## src/rtl/pcpg_pkg.sv

```systemverilog
`timescale 1ns / 1ps
// ----------------------------------------------------------------------------
// pcpg_pkg
// shared types, codes, constants and the cell distance function of the pulsed checkerboard pixel generator
// ----------------------------------------------------------------------------
package pcpg_pkg;

    localparam int COORD_WIDTH_DEF = 10;

    // request codes
    localparam logic [1:0] REQ_TICK  = 2'd0;
    localparam logic [1:0] REQ_FRAME = 2'd1;
    localparam logic [1:0] REQ_PIXEL = 2'd2;

    // register indexes
    localparam logic [2:0] REG_RED   = 3'd0;
    localparam logic [2:0] REG_GREEN = 3'd1;
    localparam logic [2:0] REG_BLUE  = 3'd2;
    localparam logic [2:0] REG_ALPHA = 3'd3;
    localparam logic [2:0] REG_FLASH = 3'd4;

    localparam logic [7:0]  COLOR_RST = 8'd255;
    localparam logic [15:0] FLASH_RST = 16'd200;

    // q8 fixed point
    localparam int          FRAC_BITS = 8;
    localparam logic [8:0]  Q8_ONE    = 9'd256;
    localparam logic [9:0]  BASS_MIN  = 10'd38;
    localparam logic [9:0]  BASS_MAX  = 10'd256;

    // pixel shape breakpoints
    localparam logic signed [11:0] P_RAMP_UP   = 12'sd128;
    localparam logic signed [11:0] P_FULL_END  = 12'sd384;
    localparam logic signed [11:0] P_RAMP_END  = 12'sd512;
    localparam logic [10:0]        CELL_CENTER = 11'd896;

    typedef struct packed {
        logic       done;
        logic [8:0] ratio;
    } div_status_t;

    // distance of a cell column from the cell center, q8
    function automatic logic [9:0] cell_dist(input logic [2:0] k);
        logic [10:0] t;
        t = {k, 8'b0};
        return k[2] ? 10'(t - CELL_CENTER) : 10'(CELL_CENTER - t);
    endfunction

endpackage

```

## src/rtl/pcpg_div.sv

```systemverilog
`timescale 1ns / 1ps
// ----------------------------------------------------------------------------
// pcpg_div
// iterative fade ratio divider, one compare and subtract step per cycle
// ----------------------------------------------------------------------------
module pcpg_div (
    input  logic                  clk,
    input  logic                  rst_n,
    input  logic                  start,
    input  logic [15:0]           num,
    input  logic [15:0]           divisor,
    output pcpg_pkg::div_status_t status
);

    localparam int STEPS = pcpg_pkg::FRAC_BITS;

    logic [16:0] rem_reg, rem_next;
    logic [8:0]  quo_reg, quo_next;
    logic [3:0]  cnt_reg, cnt_next;
    logic        busy_reg, busy_next;
    logic        done_reg, done_next;

    logic [17:0] diff;
    logic        ge;

    // shared compare and subtract
    assign diff = {1'b0, rem_reg} - {2'b0, divisor};
    assign ge   = !diff[17];

    always_comb
    begin
        rem_next  = rem_reg;
        quo_next  = quo_reg;
        cnt_next  = cnt_reg;
        busy_next = busy_reg;
        done_next = 1'b0;
        if (start)
        begin
            rem_next  = {1'b0, num};
            quo_next  = '0;
            cnt_next  = '0;
            busy_next = 1'b1;
        end
        else if (busy_reg)
        begin
            if (cnt_reg == '0)
            begin
                // ratio saturates when the timer is not below the flash length; a zero timer with zero flash gives zero
                if (divisor == '0)
                begin
                    quo_next  = (rem_reg != '0) ? pcpg_pkg::Q8_ONE : '0;
                    busy_next = 1'b0;
                    done_next = 1'b1;
                end
                else if (ge)
                begin
                    quo_next  = pcpg_pkg::Q8_ONE;
                    busy_next = 1'b0;
                    done_next = 1'b1;
                end
                else
                begin
                    rem_next = {rem_reg[15:0], 1'b0};
                    cnt_next = 4'd1;
                end
            end
            else
            begin
                quo_next = {quo_reg[7:0], ge};
                rem_next = {(ge ? diff[15:0] : rem_reg[15:0]), 1'b0};
                cnt_next = cnt_reg + 4'd1;
                if (cnt_reg == 4'(STEPS))
                begin
                    busy_next = 1'b0;
                    done_next = 1'b1;
                end
            end
        end
    end

    always_ff @(posedge clk or negedge rst_n)
    begin
        if (!rst_n)
        begin
            cnt_reg  <= '0;
            busy_reg <= 1'b0;
            done_reg <= 1'b0;
        end
        else
        begin
            cnt_reg  <= cnt_next;
            busy_reg <= busy_next;
            done_reg <= done_next;
        end
    end

    always_ff @(posedge clk)
    begin
        rem_reg <= rem_next;
        quo_reg <= quo_next;
    end

    assign status.done  = done_reg;
    assign status.ratio = quo_reg;

endmodule

```

## src/rtl/pcpg_shade.sv

```systemverilog
`timescale 1ns / 1ps
// ----------------------------------------------------------------------------
// pcpg_shade
// checkerboard pixel shading: square shape, fade and color scaling
// ----------------------------------------------------------------------------
module pcpg_shade #(
    parameter int COORD_WIDTH = pcpg_pkg::COORD_WIDTH_DEF
) (
    input  logic [COORD_WIDTH-1:0] px,
    input  logic [COORD_WIDTH-1:0] py,
    input  logic [10:0]            square_size,
    input  logic [8:0]             fade,
    input  logic [7:0]             c_red,
    input  logic [7:0]             c_green,
    input  logic [7:0]             c_blue,
    input  logic [7:0]             c_alpha,
    output logic [7:0]             s_red,
    output logic [7:0]             s_green,
    output logic [7:0]             s_blue,
    output logic [7:0]             s_alpha
);

    logic                lit;
    logic [9:0]          dx, dy, d;
    logic signed [11:0]  p, v, fade_s;
    logic [8:0]          a;
    logic [16:0]         pr_r, pr_g, pr_b, pr_a;

    assign lit    = (px[3] == py[3]);
    assign dx     = pcpg_pkg::cell_dist(px[2:0]);
    assign dy     = pcpg_pkg::cell_dist(py[2:0]);
    assign d      = (dx > dy) ? dx : dy;
    assign p      = $signed({1'b0, square_size}) - $signed({2'b0, d});
    assign fade_s = $signed({3'b0, fade});

    always_comb
    begin
        priority if (p < 12'sd0)
            v = fade_s;
        else if (p < pcpg_pkg::P_RAMP_UP)
            v = fade_s + (p <<< 1);
        else if (p < pcpg_pkg::P_FULL_END)
            v = $signed({3'b0, pcpg_pkg::Q8_ONE});
        else if (p < pcpg_pkg::P_RAMP_END)
            v = fade_s + ((pcpg_pkg::P_RAMP_END - p) <<< 1);
        else
            v = fade_s;
    end

    // v is never negative here
    always_comb
    begin
        if (!lit)
            a = '0;
        else if (v > $signed({3'b0, pcpg_pkg::Q8_ONE}))
            a = pcpg_pkg::Q8_ONE;
        else
            a = v[8:0];
    end

    assign pr_r = c_red   * a;
    assign pr_g = c_green * a;
    assign pr_b = c_blue  * a;
    assign pr_a = c_alpha * a;

    assign s_red   = pr_r[15:8];
    assign s_green = pr_g[15:8];
    assign s_blue  = pr_b[15:8];
    assign s_alpha = pr_a[15:8];

endmodule

```

## src/rtl/pulse_checkerboard_pixel_gen.sv

```systemverilog
`timescale 1ns / 1ps
// ----------------------------------------------------------------------------
// pulse_checkerboard_pixel_gen
// audio-pulsed checkerboard of 8x8 pixel cells, one rgba word per pixel request
//
// channel  dir  handshake                 payload
// in       in   in_valid / in_ready       req_type bass_energy peak_detected
//                                         pixel_x pixel_y
// out      out  out_valid / out_ready     out_red out_green out_blue out_alpha
// apb      in   psel penable pready       paddr pwrite pwdata prdata
//
// tick and pixel words need no sequencer state; a pixel result sits in the output
// register the cycle after acceptance
// frame start: the fade ratio divider runs one step per cycle (up to 9 steps),
// then the square state squares the ratio into the fade level
// in_ready is low while a frame start is in progress or a pixel result stalls
// reset clears timer, square size and fade, color to 255 and flash to 200
// ----------------------------------------------------------------------------
module pulse_checkerboard_pixel_gen #(
    parameter int COORD_WIDTH = pcpg_pkg::COORD_WIDTH_DEF
) (
    input  logic                   clk,
    input  logic                   rst_n,

    input  logic                   in_valid,
    output logic                   in_ready,
    input  logic [1:0]             req_type,
    input  logic [9:0]             bass_energy,
    input  logic                   peak_detected,
    input  logic [COORD_WIDTH-1:0] pixel_x,
    input  logic [COORD_WIDTH-1:0] pixel_y,

    output logic                   out_valid,
    input  logic                   out_ready,
    output logic [7:0]             out_red,
    output logic [7:0]             out_green,
    output logic [7:0]             out_blue,
    output logic [7:0]             out_alpha,

    input  logic                   psel,
    input  logic                   penable,
    input  logic                   pwrite,
    input  logic [4:0]             paddr,
    input  logic [31:0]            pwdata,
    output logic [31:0]            prdata,
    output logic                   pready
);

    typedef enum logic [2:0] {
        ST_IDLE   = 3'b001,
        ST_DIV    = 3'b010,
        ST_SQUARE = 3'b100
    } state_t;

    state_t      state_reg, state_next;

    logic [7:0]  red_reg, green_reg, blue_reg, alpha_reg;
    logic [15:0] flash_reg;
    logic [15:0] timer_reg, timer_next;
    logic [10:0] size_reg, size_next;
    logic [8:0]  fade_reg, fade_next;

    logic        out_valid_reg, out_valid_next;
    logic [7:0]  ored_reg, ogreen_reg, oblue_reg, oalpha_reg;

    logic        accept;
    logic        cfg_wr;
    logic [2:0]  cfg_idx;
    logic        div_start;
    logic [15:0] div_num;
    logic [9:0]  bass_c;
    logic [17:0] sq;
    logic [7:0]  s_red, s_green, s_blue, s_alpha;

    pcpg_pkg::div_status_t div_stat;

    // configuration port
    assign pready  = 1'b1;
    assign cfg_wr  = psel && penable && pwrite;
    assign cfg_idx = paddr[4:2];

    always_ff @(posedge clk or negedge rst_n)
    begin
        if (!rst_n)
        begin
            red_reg   <= pcpg_pkg::COLOR_RST;
            green_reg <= pcpg_pkg::COLOR_RST;
            blue_reg  <= pcpg_pkg::COLOR_RST;
            alpha_reg <= pcpg_pkg::COLOR_RST;
            flash_reg <= pcpg_pkg::FLASH_RST;
        end
        else if (cfg_wr)
        begin
            unique case (cfg_idx)
                pcpg_pkg::REG_RED:   red_reg   <= pwdata[7:0];
                pcpg_pkg::REG_GREEN: green_reg <= pwdata[7:0];
                pcpg_pkg::REG_BLUE:  blue_reg  <= pwdata[7:0];
                pcpg_pkg::REG_ALPHA: alpha_reg <= pwdata[7:0];
                pcpg_pkg::REG_FLASH: flash_reg <= pwdata[15:0];
                default: ;
            endcase
        end
    end

    always_comb
    begin
        unique case (cfg_idx)
            pcpg_pkg::REG_RED:   prdata = {24'b0, red_reg};
            pcpg_pkg::REG_GREEN: prdata = {24'b0, green_reg};
            pcpg_pkg::REG_BLUE:  prdata = {24'b0, blue_reg};
            pcpg_pkg::REG_ALPHA: prdata = {24'b0, alpha_reg};
            pcpg_pkg::REG_FLASH: prdata = {16'b0, flash_reg};
            default:             prdata = '0;
        endcase
    end

    // input side
    assign in_ready = (state_reg == ST_IDLE) && (!out_valid_reg || out_ready);
    assign accept   = in_valid && in_ready;

    always_comb
    begin
        if (bass_energy < pcpg_pkg::BASS_MIN)
            bass_c = pcpg_pkg::BASS_MIN;
        else if (bass_energy > pcpg_pkg::BASS_MAX)
            bass_c = pcpg_pkg::BASS_MAX;
        else
            bass_c = bass_energy;
    end

    assign div_num   = peak_detected ? flash_reg : timer_reg;
    assign div_start = accept && (req_type == pcpg_pkg::REQ_FRAME);

    pcpg_div u_div (
        .clk     (clk),
        .rst_n   (rst_n),
        .start   (div_start),
        .num     (div_num),
        .divisor (flash_reg),
        .status  (div_stat)
    );

    assign sq = div_stat.ratio * div_stat.ratio;

    pcpg_shade #(
        .COORD_WIDTH (COORD_WIDTH)
    ) u_shade (
        .px          (pixel_x),
        .py          (pixel_y),
        .square_size (size_reg),
        .fade        (fade_reg),
        .c_red       (red_reg),
        .c_green     (green_reg),
        .c_blue      (blue_reg),
        .c_alpha     (alpha_reg),
        .s_red       (s_red),
        .s_green     (s_green),
        .s_blue      (s_blue),
        .s_alpha     (s_alpha)
    );

    // sequencer
    always_comb
    begin
        state_next     = state_reg;
        timer_next     = timer_reg;
        size_next      = size_reg;
        fade_next      = fade_reg;
        out_valid_next = out_valid_reg && !out_ready;
        unique case (state_reg)
            ST_IDLE:
            begin
                if (accept)
                begin
                    if (req_type == pcpg_pkg::REQ_TICK)
                    begin
                        if (timer_reg != '0)
                            timer_next = timer_reg - 16'd1;
                    end
                    else if (req_type == pcpg_pkg::REQ_FRAME)
                    begin
                        size_next  = {bass_c[8:0], 2'b0};
                        timer_next = div_num;
                        state_next = ST_DIV;
                    end
                    else if (req_type == pcpg_pkg::REQ_PIXEL)
                    begin
                        out_valid_next = 1'b1;
                    end
                end
            end
            ST_DIV:
            begin
                if (div_stat.done)
                    state_next = ST_SQUARE;
            end
            ST_SQUARE:
            begin
                fade_next  = sq[16:8];
                state_next = ST_IDLE;
            end
            default:
            begin
                state_next = ST_IDLE;
            end
        endcase
    end

    always_ff @(posedge clk or negedge rst_n)
    begin
        if (!rst_n)
        begin
            state_reg     <= ST_IDLE;
            timer_reg     <= '0;
            size_reg      <= '0;
            fade_reg      <= '0;
            out_valid_reg <= 1'b0;
        end
        else
        begin
            state_reg     <= state_next;
            timer_reg     <= timer_next;
            size_reg      <= size_next;
            fade_reg      <= fade_next;
            out_valid_reg <= out_valid_next;
        end
    end

    // output word register
    always_ff @(posedge clk)
    begin
        if (accept && (req_type == pcpg_pkg::REQ_PIXEL))
        begin
            ored_reg   <= s_red;
            ogreen_reg <= s_green;
            oblue_reg  <= s_blue;
            oalpha_reg <= s_alpha;
        end
    end

    assign out_valid = out_valid_reg;
    assign out_red   = ored_reg;
    assign out_green = ogreen_reg;
    assign out_blue  = oblue_reg;
    assign out_alpha = oalpha_reg;

    // checks
    a_state_onehot: assert property (@(posedge clk) disable iff (!rst_n)
        $onehot(state_reg))
        else $error("sequencer state not one-hot");

    a_div_done_in_div: assert property (@(posedge clk) disable iff (!rst_n)
        div_stat.done |-> (state_reg == ST_DIV))
        else $error("divider finished outside the divide phase");

    a_frame_starts_div: assert property (@(posedge clk) disable iff (!rst_n)
        div_start |=> (state_reg == ST_DIV))
        else $error("frame start did not enter the divide phase");

    a_fade_range: assert property (@(posedge clk) disable iff (!rst_n)
        fade_reg <= pcpg_pkg::Q8_ONE)
        else $error("fade level above one");

endmodule
```

## config.mk

```make
export PLATFORM = sky130hd
export DESIGN_NAME = pulse_checkerboard_pixel_gen
export DESIGN_NICKNAME = d
export VERILOG_FILES = /design/src/rtl/pcpg_pkg.sv /design/src/rtl/pcpg_div.sv /design/src/rtl/pcpg_shade.sv /design/src/rtl/pulse_checkerboard_pixel_gen.sv
export SDC_FILE = /design/constraint.sdc
export NUM_CORES = 1
export LEC_CHECK = 0
export BUFFER_PORTS_ARGS = -buffer_cell sky130_fd_sc_hd__buf_2
export CAP_MARGIN = 10
export CORE_AREA = 3 3 199 201
export CTS_CLUSTER_SIZE = 8
export DETAILED_ROUTE_END_ITERATION = 7
export DIE_AREA = 0 0 202 204
export GPL_TIMING_DRIVEN = 1
export PLACE_DENSITY_LB_ADDON = 0.12
export SLEW_MARGIN = 20
export SYNTH_ARGS = -nofsm -noshare
export SYNTH_HDL_FRONTEND = slang
export SYNTH_SLANG_ARGS = --single-unit
```

## constraint.sdc

```tcl
create_clock -name clk -period 11.65 [get_ports clk]
set_input_delay 1.165 -clock clk [delete_from_list [all_inputs] [get_ports clk]]
set_output_delay 1.165 -clock clk [all_outputs]
set_load 0.02 [all_outputs]
```

; Word level (Yosys, flattened, before mapping)
; Cells that the tools add are included.
[classes]
mux = 53
bitwise = 1
n_lt_le_gt_ge = 8
reduce_logical = 30
multipliers = 5
n_addsub = 11
eq_ne = 21
[ops]
columns = operator, count
row1 = 2-to-1 mux 16 bit, 7
row2 = case mux 16 bit (5 select lines), 1
row3 = 2-to-1 mux 9 bit, 8
row4 = multiplier 8 x 9 -> 16 bit, 4
row5 = 2-to-1 mux 17 bit, 3
row6 = 2-to-1 mux 12 bit, 4
row7 = 2-to-1 mux 10 bit, 3
row8 = adder 10 x 12 -> 12 bit, 2
row9 = 2-to-1 mux 4 bit, 5
row10 = "subtractor 10 bit, first input constant", 2
row11 = "subtractor 10 bit, second input constant", 2
row12 = subtractor 17 x 16 -> 18 bit, 1
row13 = multiplier 9 x 9 -> 17 bit, 1
row14 = 2-to-1 mux 1 bit, 17
row15 = nonzero test 17 bit, 1
row16 = logical NOT 16 bit, 1
row17 = nonzero test 16 bit, 1
row18 = "subtractor 16 x 1 -> 16 bit, second input constant", 1
row19 = "greater-than comparator 12 x 10 -> 1 bit, second input constant", 1
row20 = "< comparator 12 x 1 -> 1 bit, second input constant", 1
row21 = "< comparator 12 x 10 -> 1 bit, second input constant", 1
row22 = "< comparator 12 x 11 -> 1 bit, second input constant", 1
row23 = "< comparator 12 x 9 -> 1 bit, second input constant", 1
row24 = 2-to-1 mux 3 bit, 4
row25 = other kinds (29), 56
[totals]
input_bits = 77
ff_bits = 150
output_inout_bits = 67
elab_cells = 149

; Depth between registers and ports, before layout
; Gate-level depths: netlist (run 1).
[depth]
word_depth = 15
ltp_mapped = 35
mapped_depth_nobuf = 33

; Hierarchy
; From an unflattened synthesis (run 1), not the netlist that was laid out.
[hier_totals]
hier_cells = 2127
area_unflattened_um2 = 19718.9
[modules_own_cells]
columns = module, seq_area_each_um2, cells_per_inst, n_inst, area_each_um2
row1 = pcpg_shade, 0.0, 1146, 1, 9813.2
row2 = pulse_checkerboard_pixel_gen, 3158.0, 698, 1, 7435.9
row3 = pcpg_div, 830.8, 283, 1, 2469.9

; Worst setup path after synthesis (run 1)
; No wires, ideal clock.
[synth_path]
path_type = input to register
from = input port pixel_y[1]
to = register oblue_reg[6], in the netlist out_blue[6] (data pin)
arrival_ps = 8205
path_slack_ps = 3187
required_ps = 11392
stages = 32
n_path_buf = 2
setup_time_ps = 258
cell_sequence = xor2_1 -> ha_1 -> a21o_1 -> a21oi_1 -> a31oi_1 -> fa_1 -> nand2b_1 -> clkbuf_1 -> o22ai_1 -> nor3_1 -> a31oi_4 -> a21o_1 -> inv_2 -> o21ai_1 -> nor2_1 -> buf_2 -> nand2_1 -> fa_1 -> fa_1 -> inv_1 -> fa_1 -> inv_1 -> fa_1 -> inv_1 -> ha_1 -> or4_1 -> a311oi_1 -> inv_1 -> a41o_1 -> a41o_1 -> a21oi_1 -> xnor2_1
[synth_between]
elab_chain_len = 15
word_cells_on_any_way = 21
classes_between = add/sub: 6 / mul: 1 / order compare: 6 / mux: 8
[synth_lines]
columns = item, line
row1 = from (decl), pulse_checkerboard_pixel_gen.sv:31  ; input logic [COORD_WIDTH-1:0] pixel_y,
row2 = subtractor 10 bit, pcpg_pkg.sv:46  ; return k[2] ? 10'(t - CELL_CENTER) : 10'(CELL_CENTER - t);
row3 = 2-to-1 mux 10 bit (*), pcpg_pkg.sv:46
row4 = greater-than comparator 10 bit, pcpg_shade.sv:32  ; assign d = (dx > dy) ? dx : dy;
row5 = 2-to-1 mux 10 bit (*), pcpg_shade.sv:32
row6 = subtractor 11 x 10 -> 12 bit (*), pcpg_shade.sv:33  ; assign p = $signed({1'b0, square_size}) - $signed({2'b0, d});
row7 = subtractor 11 bit, pcpg_shade.sv:45  ; v = fade_s + ((pcpg_pkg::P_RAMP_END - p) <<< 1);
row8 = adder 10 x 12 -> 12 bit, pcpg_shade.sv:45
row9 = 2-to-1 mux 12 bit, pcpg_shade.sv:44  ; else if (p < pcpg_pkg::P_RAMP_END)
row10 = 2-to-1 mux 12 bit, pcpg_shade.sv:42  ; else if (p < pcpg_pkg::P_FULL_END)
row11 = 2-to-1 mux 12 bit, pcpg_shade.sv:40  ; else if (p < pcpg_pkg::P_RAMP_UP)
row12 = 2-to-1 mux 12 bit (*), pcpg_shade.sv:38  ; priority if (p < 12'sd0)
row13 = greater-than comparator 12 x 10 -> 1 bit, pcpg_shade.sv:55  ; else if (v > $signed({3'b0, pcpg_pkg::Q8_ONE}))
row14 = 2-to-1 mux 9 bit (*), pcpg_shade.sv:55
row15 = 2-to-1 mux 9 bit (*), pcpg_shade.sv:53  ; if (!lit)
row16 = multiplier 8 x 9 -> 16 bit (*), pcpg_shade.sv:63  ; assign pr_b = c_blue * a;
row17 = named net s_blue[6], pulse_checkerboard_pixel_gen.sv:73  ; logic [7:0] s_red, s_green, s_blue, s_alpha;
row18 = to (signal assigned), pulse_checkerboard_pixel_gen.sv:236  ; oblue_reg <= s_blue;
row19 = to (decl), pulse_checkerboard_pixel_gen.sv:64  ; logic [7:0] ored_reg, ogreen_reg, oblue_reg, oalpha_reg;
; Mark *: on every way through the listed nets, which the timed path passes. The rest lies on a longest branch.
; A chain may end at the register's enable or synchronous reset.

; Worst setup path after layout (run 1)
[layout_path]
from = input port pixel_y[2]
to = register oalpha_reg[7], in the netlist out_alpha[7] (data pin)
[layout_between]
elab_chain_len = 14
word_cells_on_any_way = 19
classes_between = add/sub: 4 / mul: 1 / order compare: 6 / mux: 8
[layout_lines]
columns = item, line
row1 = 2-to-1 mux 10 bit (*), pcpg_pkg.sv:46
row2 = greater-than comparator 10 bit, pcpg_shade.sv:32
row3 = 2-to-1 mux 10 bit (*), pcpg_shade.sv:32
row4 = subtractor 11 x 10 -> 12 bit (*), pcpg_shade.sv:33
row5 = subtractor 11 bit, pcpg_shade.sv:45
row6 = adder 10 x 12 -> 12 bit, pcpg_shade.sv:45
row7 = 2-to-1 mux 12 bit, pcpg_shade.sv:44
row8 = 2-to-1 mux 12 bit, pcpg_shade.sv:42
row9 = 2-to-1 mux 12 bit, pcpg_shade.sv:40
row10 = 2-to-1 mux 12 bit (*), pcpg_shade.sv:38
row11 = greater-than comparator 12 x 10 -> 1 bit, pcpg_shade.sv:55
row12 = 2-to-1 mux 9 bit (*), pcpg_shade.sv:55
row13 = 2-to-1 mux 9 bit (*), pcpg_shade.sv:53
row14 = multiplier 8 x 9 -> 16 bit (*), pcpg_shade.sv:64  ; assign pr_a = c_alpha * a;
row15 = named net s_alpha[7], pulse_checkerboard_pixel_gen.sv:73
row16 = to (signal assigned), pulse_checkerboard_pixel_gen.sv:237  ; oalpha_reg <= s_alpha;
row17 = to (decl), pulse_checkerboard_pixel_gen.sv:64
; Marked as above.

==> metrics.md, run 1 <==
| Metric | Value |
|---|---|
| Status | finished, final reports clean |
| WP data arrival | 9.25 ns |
| DR iter-0 viols | 565 |
| Largest cells by area after synthesis | fa_1 (21%), ha_1 (13%), and2_1 (8.0%), edfxtp_1 (7.6%), dfrtp_1 (7.4%) |
| Die ar. | 41200 um^2 |
| N_diodes | 0 |
| FP Rows | 71 |
| Worst-margin pin slew | 1.04 ns |
| Startpoint Class | primary input |
| First-pass GRT wire length | 73.9 mm |
| Worst Path Max Fanout | 17 |
| Remaining routing DRC violations | 0 |
| Routability cong. | 0.882 |
| CP max stage cell | nor2_2 |
| Worst-case reg-to-reg path depth | 29 |
| Sequential fraction of the synthesis area | 21.1% |
| Crit. Startpoint | pixel_y[2] |
| Setup slack, reg-to-reg | 3.77 ns |
| Max FFs per register | 17 |
| Yosys warns | 0 |
| Top-area cell type share of the netlist area | 20.9% |
| Post-CTS Setup Repair Bufs | 0 |
| R2R Path End | out_alpha[7]$_DFFE_PP_ |
| CTS Hold Bufs | 0 |
| Worst setup path class | primary input to flop |
| Most used cell, CP | a21o_1 |
| Grt ovf | 0 |
| Layout cell share with drive strength beyond 1 | 12.3% |
| Synthesis-stage register bit count | 150 |
| Ys async rst share | 61.3% |
| Fill count | 3490 |
| Die H | 204 um |
| Final setup fails | 0 |
| Initial antenna violation count | 3 |
| TNS Setup | 0 ns |
| Mapped Area | 18900 um^2 |
| GRT Total Usage | 22.2% |
| Via density | 5.38 |
| CP Data Required Time | 11.84 ns |
| IO buf count | 96 |
| Post-layout min period | 9.06 ns |
| EDFF count, synth | 48 |
| Detailed Routing Iterations Pass 1 | 5 |
| Hold Path Class | flop to flop |
| H-tree levels | 4 |
| Top_reg_cell synth | dfrtp_1 |
| Max Fclk | 0.110 GHz |
| Delay of the slowest critical-path stage | 0.65 ns |
| Fin nets | 2555 |
| Die width | 202 um |
| RSZ-0062 raised after global routing | false |
| Clk buf depth | 2 |
| Leak | 0.0103 uW |
| TritonCTS Sinks | 150 |
| Max-slew violations | 0 |
| Initial Util | 50.1% |
| Syn Area/Cell | 9.20 um^2 |
| Vias in the first global route | 14600 |
| Detail Placement HPWL | 33.9 mm |
| Final WL | 44.1 mm |
| Crit end category | flop |
| Ports | 144 |
| Reg2reg start | size_reg[3]$_DFFE_PN0P_ |
| Cells after Synth | 2055 |
| Antenna-violating nets left | 0 |
| Peak supply drop | 0.000114 V |
| PwrDens | 137 nW/um^2 |
| Final core occ | 53.8% |
| Reg clk slew, reported paths | 0.07 ns |
| Relative slew slack | 30.8% |
| Maximum Capacitance Violations | 0 |
| Synth unique cells | 83 |
| Critical Path Sink | out_alpha[7]$_DFFE_PP_ |
| CTS tree | yes |
| Post-CTS Resized | 0 |
| Maximum number of pins on one net before global-route repair | 61 |
| CORE AREA | 37800 um^2 |
| Dpl cells | 2580 |
| Via count | 14100 |
| Final hold violations | 0 |
| CTS Buf Count | 17 |
| Area leader, netlist | fa_1 |
| Clk root buf | clkbuf_16 |
| Layout area overhead | 7.33% |
| Crit share post-route | 77.7% |
| Clock Latency Late Sink | 0.45 ns |
| Wire length per cell | 16.9 um |
| Non-filler cells, final | 2612 |
| Max Clock Skew | 0.0160 ns |
cell families (layout without fill, tap and decap cells):
group | Yosys count | after routing | synth area share [%]
and+or+nand+nor | 645 | 645 | 18.1
buffers and inverters | 416 | 447 | 8.71
adders and majority gates | 390 | 390 | 33.6
AOI/OAI and AO/OA | 293 | 293 | 10.3
DFF | 150 | 150 | 21.1
xor gates and xnor gates | 85 | 85 | 3.94
muxes | 74 | 74 | 4.18
other | 2 | 17 | 0.0397
power by group:
part	switching (uW)	internal [uW]
sequential	202	724
combinational	749	562
clock	265	280
total	1220	1570
critical path, delay by kind of cell:
kind	cells	cell delay, ns
simple gates	4	1.14
buf+inv	3	0.26
compound gates	15	3.29
xor+xnor	2	0.32
fa+ha+maj	7	3.04
worst min path at each step:
stage | cells past startpoint | to | from | slack, ns
finish | 1 | state_reg[1]$_DFFE_PN0P_ | u_div.done_reg$_DFF_PN0_ | 0.47
detailed placement | 1 | state_reg[1]$_DFFE_PN0P_ | u_div.done_reg$_DFF_PN0_ | 0.47
floorplan | 1 | state_reg[1]$_DFFE_PN0P_ | u_div.done_reg$_DFF_PN0_ | 0.43
global route | 1 | state_reg[1]$_DFFE_PN0P_ | u_div.done_reg$_DFF_PN0_ | 0.51
global placement | 1 | state_reg[1]$_DFFE_PN0P_ | u_div.done_reg$_DFF_PN0_ | 0.45
CTS | 1 | state_reg[1]$_DFFE_PN0P_ | u_div.done_reg$_DFF_PN0_ | 0.47
synthesized netlist by cell type, types with 4 or more instances:
cell type / n
nor2b_1: 19
edfxtp_1: 48
o211ai_1: 5
buf_2: 8
nand4_1: 8
nor4_1: 16
and2_1: 242
a22o_1: 11
xor2_1: 29
dfxtp_1: 10
or4_1: 5
a31o_2: 5
o21a_1: 9
o31ai_1: 5
dfrtp_1: 56
fa_1: 197
a21o_1: 18
nand2b_1: 11
and3_1: 26
ha_1: 193
nand3_1: 19
a41oi_1: 6
o22ai_1: 18
nor2_1: 91
o21ai_0: 66
inv_1: 301
o21bai_1: 5
nor3b_1: 4
mux2i_1: 34
a211oi_1: 13
nand2_1: 159
or3_1: 5
or2_2: 6
xnor2_1: 56
buf_4: 20
a21oi_1: 76
o21ai_1: 5
clkbuf_1: 82
mux2_2: 40
dfstp_2: 36
a31oi_1: 14
nor3_1: 21
layout make-up:
cell class	count	area [um^2]	area share [%]
clock buffer	18	429	2.11
clock inverter	14	124	0.610
inverter	302	1130	5.59
multi-input combinational	1504	13400	65.9
sequential	150	3990	19.7
tap	511	639	3.15
timing repair buffer	113	611	3.01
layer usage:
metal / up-vias / track usage, % / routed length (um)
li1: 6756 / - / -
met1: 7037 / 29.4 / 20100
met2: 202 / 38.3 / 21500
met3: 58 / 2.87 / 1380
met4: 6 / 6.33 / 1070
met5: - / 0 / 35
layout by cell type, fill, tap and decap left out, types with 6 or more instances in the layout:
cell type and count:
buf_4 18, o21ai_0 66, o22ai_1 18, nor2b_1 19
and3_1 26, conb_1 17, a41oi_1 6, nand2b_1 11
xor2_1 29, buf_2 95, mux2i_1 34, mux2_2 40
or2_2 6, a22o_1 11, and2_1 242, a21o_1 18
inv_1 301, nand2_1 159, ha_1 193, xnor2_1 55
nand3_1 19, edfxtp_1 48, a21oi_1 75, clkbuf_16 17
nor4_1 16, dfrtp_1 56, nand4_1 8, fa_1 197
nor3_1 20, o21a_1 9, dfstp_2 36, a211oi_1 13
nor2_1 91, a31oi_1 13, dfxtp_1 10
through the flow:
stage / total power (uW) / setup WS, ns / hold WS (ns) / cell area [um^2]
2_1_floorplan: 1900 / 3.19 / 0.427 / 19000
3_3_place_gp: 2210 / 2.29 / 0.452 / 19700
3_5_place_dp: 2240 / 2.08 / 0.468 / 19700
4_1_cts: 2800 / 2.54 / 0.474 / 20300
5_1_grt: 3030 / 2.01 / 0.515 / 20300
6_report: 2780 / 2.59 / 0.467 / 20300
No activity file was read; power rests on OpenSTA's default activity.
==> inputs of run 2 (changes only) <==
==> constraint.sdc (replaced) <==
create_clock -name clk -period 7.6 [get_ports clk]
set_input_delay 0.76 -clock clk [delete_from_list [all_inputs] [get_ports clk]]
set_output_delay 0.76 -clock clk [all_outputs]
set_load 0.02 [all_outputs]
==> run 2 against run 1 <==
Net effect: clock skew fell by 0.0051 ns; flip-flop and latch count did not move; design area rose by 7.7%.
==> metrics.md, run 2 (synthesized netlist as in run 1, its figures left out) <==
| Metric | Value |
|---|---|
| Status | finished, final reports clean |
| FP Rows | 71 (unchanged) |
| Peak supply drop | 0.000193 V (+69%) |
| Initial antenna violation count | 6 (+3) |
| Placement Cell Area | 20700 um^2 (+4.8%) |
| Crit share post-route | 98.3% |
| Via count | 14600 (+3.9%) |
| GRT Total Usage | 22.3% (+0.14 points) |
| Clock share of power | 18.4% (-1.2 points) |
| Ports | 144 (unchanged) |
| Final WL | 46.0 mm (+4.2%) |
| Startpoint Class | primary input |
| Leak | 0.0110 uW (+7.7%) |
| Sw Pwr | 1910 uW (+57%) |
| DR iter-0 viols | 881 (+56%) |
| Vias in the first global route | 14800 (+1.0%) |
| Clk root buf | clkbuf_16 |
| Comb power frac | 50.2% (+3.1 points) |
| N_diodes | 0 (unchanged) |
| Max Fclk | 0.134 GHz |
| Maximum Capacitance Violations | 0 (unchanged) |
| Clock Latency Late Sink | 0.45 ns (about the same) |
| CP Data Required Time | 7.80 ns (-4.04 ns) |
| Most frequent cells in the layout | inv_1 (297), and2_1 (237), fa_1 (192) |
| Setup slack, reg-to-reg | 0.46 ns (-3.31 ns) |
| Crit end category | flop |
| Fin nets | 2692 (+5.4%) |
| CORE AREA | 37800 um^2 (unchanged) |
| CTS tree | yes |
| Final setup fails | 0 (unchanged) |
| H-tree levels | 4 (unchanged) |
| Max-slew violations | 0 (unchanged) |
| CTS Buf Count | 17 (unchanged) |
| Die ar. | 41200 um^2 (unchanged) |
| Die width | 202 um (unchanged) |
| Max FFs per register | 17 (unchanged) |
| Initial Util | 50.1% (unchanged) |
| Final hold violations | 0 (unchanged) |
| Wire length per cell | 16.7 um (-0.97%) |
| Reg clk slew, reported paths | 0.06 ns (about the same) |
| Most used cell, CP | fa_1 |
| CTS Hold Bufs | 0 (unchanged) |
| Final core occ | 57.9% (+4.1 points) |
| RSZ-0062 raised after global routing | true |
| Grt ovf | 0 (unchanged) |
| Detail Placement HPWL | 35.9 mm (+5.9%) |
| Commonest non-fill, non-tap cell in the layout | inv_1 |
| IO buf count | 96 (unchanged) |
| Antenna-violating nets left | 0 (unchanged) |
| DP Worst Slack | -0.581 ns (-2.67 ns) |
| PwrDens | 208 nW/um^2 (+51%) |
| Remaining routing DRC violations | 0 (unchanged) |
| CP max stage cell | fa_1 |
| Max Clock Skew | 0.0109 ns (-0.00509 ns) |
| Maximum number of pins on one net before global-route repair | 62 (+1.6%) |
| Post-route cell area | 21900 um^2 (+7.7%) |
| Worst-margin pin slew | 1.01 ns (-0.0302 ns) |
| Internal | 2630 uW (+68%) |
| WP data arrival | 7.68 ns (-1.57 ns) |
| Relative slew slack | 32.8% (+2.0 points) |
| Clk buf depth | 2 (unchanged) |
| Via density | 5.31 (-1.3%) |
| TritonCTS Sinks | 150 (unchanged) |
| Detailed Routing Iterations Pass 1 | 5 (unchanged) |
| Final WS setup | 0.126 ns (-2.47 ns) |
| Worst Path Max Fanout | 5 (-12) |
| First-pass GRT wire length | 74.5 mm (+0.68%) |
| Pwr Total | 4540 uW (+63%) |
| Hold Path Class | primary input to asynchronous set/reset pin |
| Die H | 204 um (unchanged) |
| Sw frac | 42.1% (-1.6 points) |
| Routability cong. | 0.855 (-3.1%) |
| Fill count | 3328 (-4.6%) |
| Delay of the slowest critical-path stage | 0.53 ns (-0.12 ns) |
| Worst setup path class | primary input to flop |
| Post-layout min period | 7.47 ns |
| Sequential power share | 31.4% (-1.9 points) |
| Layout cell share with drive strength beyond 1 | 19.9% (+7.6 points) |
| Layout area overhead | 15.6% |
## run 2: cell types whose count changed in the layout (fill, tap and decap cells not counted), moves of 5 or more
cell     delta
a21oi_1     -8
a21oi_2     +7
and2_1      -5
and2_4      +5
buf_12      +8
buf_4     +110
buf_6      +16
fa_1        -5
fa_2        +5
nand2_1     -5
## run 2: power by group through the flow
| stage | combinational, uW | clock [uW] | sequential [uW] |
|---|---|---|---|
| after global placement | 2120 | 0 | 1430 |
| after CTS | 2190 | 859 | 1420 |
| after global routing | 2570 | 887 | 1460 |
| final | 2280 | 836 | 1430 |
| after detailed placement | 2170 | 0 | 1430 |
| after floorplan | 1690 | 0 | 1240 |
## run 2: cell type report
class	count	area (um^2)	share of cell area, %
Multi-Input combinational cell	1506	13700	62.7
Tap cell	511	639	2.93
Timing Repair Buffer	248	1830	8.38
Clock inverter	9	93.8	0.429
Sequential cell	150	3990	18.3
Inverter	302	1140	5.20
Clock buffer	23	458	2.10
## run 2: path summary, 6_finish.rpt
path / startpoint / endpoint / cells after the start
worst min-delay path: rst_n / timer_reg[14]$_DFFE_PN0P_ / 1
worst max register to register: size_reg[3]$_DFFE_PN0P_ / out_blue[6]$_DFFE_PP_ / 30
worst min register to register: u_div.done_reg$_DFF_PN0_ / state_reg[1]$_DFFE_PN0P_ / 1
max in group asynchronous: rst_n / flash_reg[4]$_DFFE_PN0P_ / 2
min in group clk: u_div.done_reg$_DFF_PN0_ / state_reg[1]$_DFFE_PN0P_ / 1
worst max-delay path: pixel_y[2] / out_blue[6]$_DFFE_PP_ / 35
## run 2: timing repair
action                                  4_1_cts  5_1_grt
setup buffers                                 0       34
cloned                                        0        4
pin swaps                                     1       53
endpoints found under the setup margin        8       27
resized for setup                             2       65
## run 2: layer usage
layer | share of wire, % | track usage (%) | vias to the layer above
li1 | - | - | 7029
met1 | 45 | 29.4 | 7242
met2 | 49 | 38.2 | 257
met3 | 3.9 | 3.33 | 70
met4 | 2.2 | 6.75 | 12
met5 | 0.19 | 0 | -
## run 2: worst max-delay path: cells and delay by family
family | cells | cell delay (ns)
AOI/OAI and AO/OA | 13 | 2.15
xor gates and xnor gates | 3 | 0.39
adders and majority gates | 7 | 2.88
buffers and inverters | 9 | 0.75
and+or+nand+nor | 3 | 0.72
## run 2: stage by stage
step,hold slack [ns],std cells,setup TNS [ns]
2_1_floorplan,0.427,2070,0
3_3_place_gp,0.445,2679,-8.05
3_5_place_dp,0.450,2679,-10.33
4_1_cts,0.237,2711,0
5_1_grt,0.259,2749,-1.50
6_report,0.234,2749,0
==> inputs of run 3 (changes only) <==
--- a/config.mk
+++ b/config.mk
@@ -7,13 +7,14 @@
 export LEC_CHECK = 0
 export BUFFER_PORTS_ARGS = -buffer_cell sky130_fd_sc_hd__buf_2
 export CAP_MARGIN = 10
-export CORE_AREA = 3 3 199 201
+export CORE_AREA = 3 3 203 205
 export CTS_CLUSTER_SIZE = 8
 export DETAILED_ROUTE_END_ITERATION = 7
-export DIE_AREA = 0 0 202 204
+export DIE_AREA = 0 0 206 208
 export GPL_TIMING_DRIVEN = 1
 export PLACE_DENSITY_LB_ADDON = 0.12
 export SLEW_MARGIN = 20
 export SYNTH_ARGS = -nofsm -noshare
 export SYNTH_HDL_FRONTEND = slang
+export SYNTH_HIERARCHICAL = 1
 export SYNTH_SLANG_ARGS = --single-unit
==> run 3 against run 2 <==
Net effect: largest power group unchanged; the flow now finishes with violations (negative setup slack); total power increased by 15%; critical endpoint is now out_red[6]$_DFFE_PP_; routed wire length increased by 9.8%; synthesized cell count increased by 3.5%; largest cell class unchanged.
==> metrics.md, run 3 <==
| Metric | Value |
|---|---|
| Status | finished with violations |
| Failing checks | negative setup slack |
| Grt ovf | 0 (unchanged) |
| Detail Placement HPWL | 39.0 mm (+8.7%) |
| Clk buf depth | 2 (unchanged) |
| Initial Util | 49.7% (-0.34 points) |
| Setup slack, reg-to-reg | -0.01 ns (-0.47 ns) |
| Maximum Capacitance Violations | 0 (unchanged) |
| Largest cells by area after synthesis | fa_1 (20%), ha_1 (13%), and2_1 (7.9%), edfxtp_1 (7.3%), dfrtp_1 (7.1%) |
| Detailed Routing Iterations Pass 1 | 5 (unchanged) |
| Most used cell, CP | fa_1 |
| FP Rows | 73 (+2.8%) |
| Vias in the first global route | 16100 (+9.1%) |
| Non-filler cells, final | 2887 (+5.0%) |
| Remaining routing DRC violations | 0 (unchanged) |
| Max FFs per register | 17 (unchanged) |
| Post-synthesis mux area share | 5.15% (+0.97 points) |
| Most frequent cells in the layout | inv_1 (309), and2_1 (232), fa_1 (194) |
| Top-area cell type share of the netlist area | 19.9% (-0.96 points) |
| Fill count | 3595 (+8.0%) |
| TritonCTS Sinks | 150 (unchanged) |
| CTS Hold Bufs | 0 (unchanged) |
| Ports | 144 (unchanged) |
| Dpl cells | 2825 (+5.4%) |
| N_diodes | 0 (unchanged) |
| GRT Total Usage | 24.1% (+1.8 points) |
| Startpoint Class | primary input |
| Relative slew slack | 34.7% (+1.9 points) |
| Crit share post-route | 105% (+6.6 points) |
| Ys async rst share | 61.3% (unchanged) |
| Fin nets | 2821 (+4.8%) |
| Synth Area in XOR/XNOR | 3.78% (-0.16 points) |
| Layout cell share with drive strength beyond 1 | 22.9% (+3.0 points) |
| Worst Path Max Fanout | 8 (+3) |
| Maximum number of pins on one net before global-route repair | 75 (+21%) |
| Max-slew violations | 0 (unchanged) |
| Synthesized-area fraction occupied by adder cells | 32.5% (-1.1 points) |
| Clock Latency Late Sink | 0.45 ns (about the same) |
| Via count | 15700 (+7.4%) |
| WP data arrival | 8.17 ns (+0.49 ns) |
| Worst setup path class | primary input to flop |
| Die ar. | 42800 um^2 (+4.0%) |
| Simple-gate share of the synthesized area | 18.5% (+0.47 points) |
| Delay of the slowest critical-path stage | 0.59 ns (+0.06 ns) |
| Wire length per cell | 17.5 um (+4.5%) |
| EDFF count, synth | 48 (unchanged) |
| CTS tree | yes |
| Worst-margin pin slew | 0.980 ns (-0.0253 ns) |
| Kind of cell with the highest combined delay on the critical path | adder cells |
| CP Data Required Time | 7.80 ns (about the same) |
| Reg2reg start | size_reg[2]$_DFFE_PN0P_ |
| Crit end category | flop |
| Area leader, netlist | fa_1 |
| Antenna-violating nets left | 0 (unchanged) |
| Via density | 5.43 (+2.2%) |
| CP max stage cell | fa_1 |
| Main combinational cell family by area after synthesis | adder cells |
| Final WS setup | -0.374 ns (-0.499 ns) |
| Routability cong. | 0.825 (-3.5%) |
| Sequential fraction of the synthesis area | 20.2% (-0.87 points) |
| DR iter-0 viols | 875 (-0.68%) |
| Final WL | 50.5 mm (+9.8%) |
| Syn Area/Cell | 9.27 um^2 (+0.76%) |
| Worst-case reg-to-reg path depth | 31 (+3.3%) |
| Leak | 0.0115 uW (+4.3%) |
| Layout area overhead | 17.1% |
| Final setup fails | 17 (+17) |
| Hold Path Class | primary input to asynchronous set/reset pin |
| DP Worst Slack | -0.862 ns (-0.280 ns) |
| Max Clock Skew | 0.0112 ns (+0.000297 ns) |
| CORE AREA | 39600 um^2 (+5.0%) |
| IO buf count | 96 (unchanged) |
| Initial antenna violation count | 0 (-6) |
| Most frequent cell after synthesis | inv_1 |
| Max Fclk | 0.125 GHz (-6.3%) |
| Worst Path Buf+Inv | 10 (+1) |
| Final hold violations | 0 (unchanged) |
| First-pass GRT wire length | 82.8 mm (+11%) |
| Synth unique cells | 98 (+18%) |
| Reg clk slew, reported paths | 0.07 ns (about the same) |
| Commonest non-fill, non-tap cell in the layout | inv_1 |
| TNS Setup | -3.40 ns (-3.40 ns) |
| Clk root buf | clkbuf_16 |
| H-tree levels | 4 (unchanged) |
| Post-layout min period | 7.97 ns (+0.499 ns) |
| R2R Path End | out_red[6]$_DFFE_PP_ |
| Die H | 208 um (+2.0%) |
| Yosys warns | 6 (+6) |
| Synthesis-stage register bit count | 150 (unchanged) |
| Compound-cell area share of the yosys netlist | 11.5% (+1.2 points) |
| PwrDens | 225 nW/um^2 (+8.6%) |
| Most frequent cells after synthesis | inv_1 (320), and2_1 (249), ha_1 (199) |
| Peak supply drop | 0.000245 V (+27%) |
| Cells after Synth | 2127 (+3.5%) |
| Mapped Area | 19700 um^2 (+4.3%) |
| CTS Buf Count | 17 (unchanged) |
| Die width | 206 um (+2.0%) |
| RSZ-0062 raised after global routing | true |
| Top_reg_cell synth | dfrtp_1 |
==> run 3: cell families after synthesis <==
kind of cell	count (synthesis)
AOI/OAI and AO/OA	331
DFF	150
xor gates and xnor gates	85
and+or+nand+nor	672
buffers and inverters	400
muxes	92
other	2
adders and majority gates	395
==> run 3: repair_timing <==
item	4_1_cts	5_1_grt
endpoints found under the hold margin	0	0
pin swaps	26	36
resized for setup	38	53
endpoints found under the setup margin	21	26
setup buffers	12	18
==> run 3: cell type report <==
cell class	count	area [um^2]	share of cell area, %
multi-input combinational	1601	14800	64.3
timing repair buffer	259	1830	7.93
clock buffer	19	454	1.97
inverter	320	1200	5.20
sequential	150	3990	17.3
tap	525	657	2.84
clock inverter	13	113	0.488
==> run 3: how the worst max path moves through the flow <==
stage               depth (start not counted)        from                endpoint
floorplan                                  38  pixel_y[2]  out_alpha[7]$_DFFE_PP_
finish                                     37  pixel_y[2]    out_red[6]$_DFFE_PP_
detailed placement                         38  pixel_y[2]  out_alpha[7]$_DFFE_PP_
global placement                           38  pixel_y[2]  out_alpha[7]$_DFFE_PP_
CTS                                        38  pixel_y[2]  out_alpha[7]$_DFFE_PP_
global route                               38  pixel_y[2]  out_alpha[7]$_DFFE_PP_
==> run 3: routing by layer <==
layer / up-vias / global-route usage [%] / wire length (um)
met3: 46 / 4.32 / 3100
met4: 0 / 5.34 / 686
met2: 399 / 40.4 / 24700
met5: - / 0 / 0
met1: 7756 / 32.6 / 21900
li1: 7487 / - / -
==> run 3: through the flow <==
step	utilization (%)	total power, uW	hold slack (ns)	cell area, um^2
final	58.2	5210	0.176	23100
after global routing	58.2	5650	0.162	23100
after CTS	57.4	5150	0.157	22700
after detailed placement	55.3	4220	0.479	21900
after global placement	55.3	4150	0.469	21900
after floorplan	-	3370	0.450	20200
==> run 3: power by group <==
part	internal (uW)	leakage, uW	switching [uW]	total, uW
sequential	1120	0.00164	320	1440
combinational	1320	0.00960	1600	2920
clock	447	0.000279	406	854
total	2880	0.0115	2330	5210
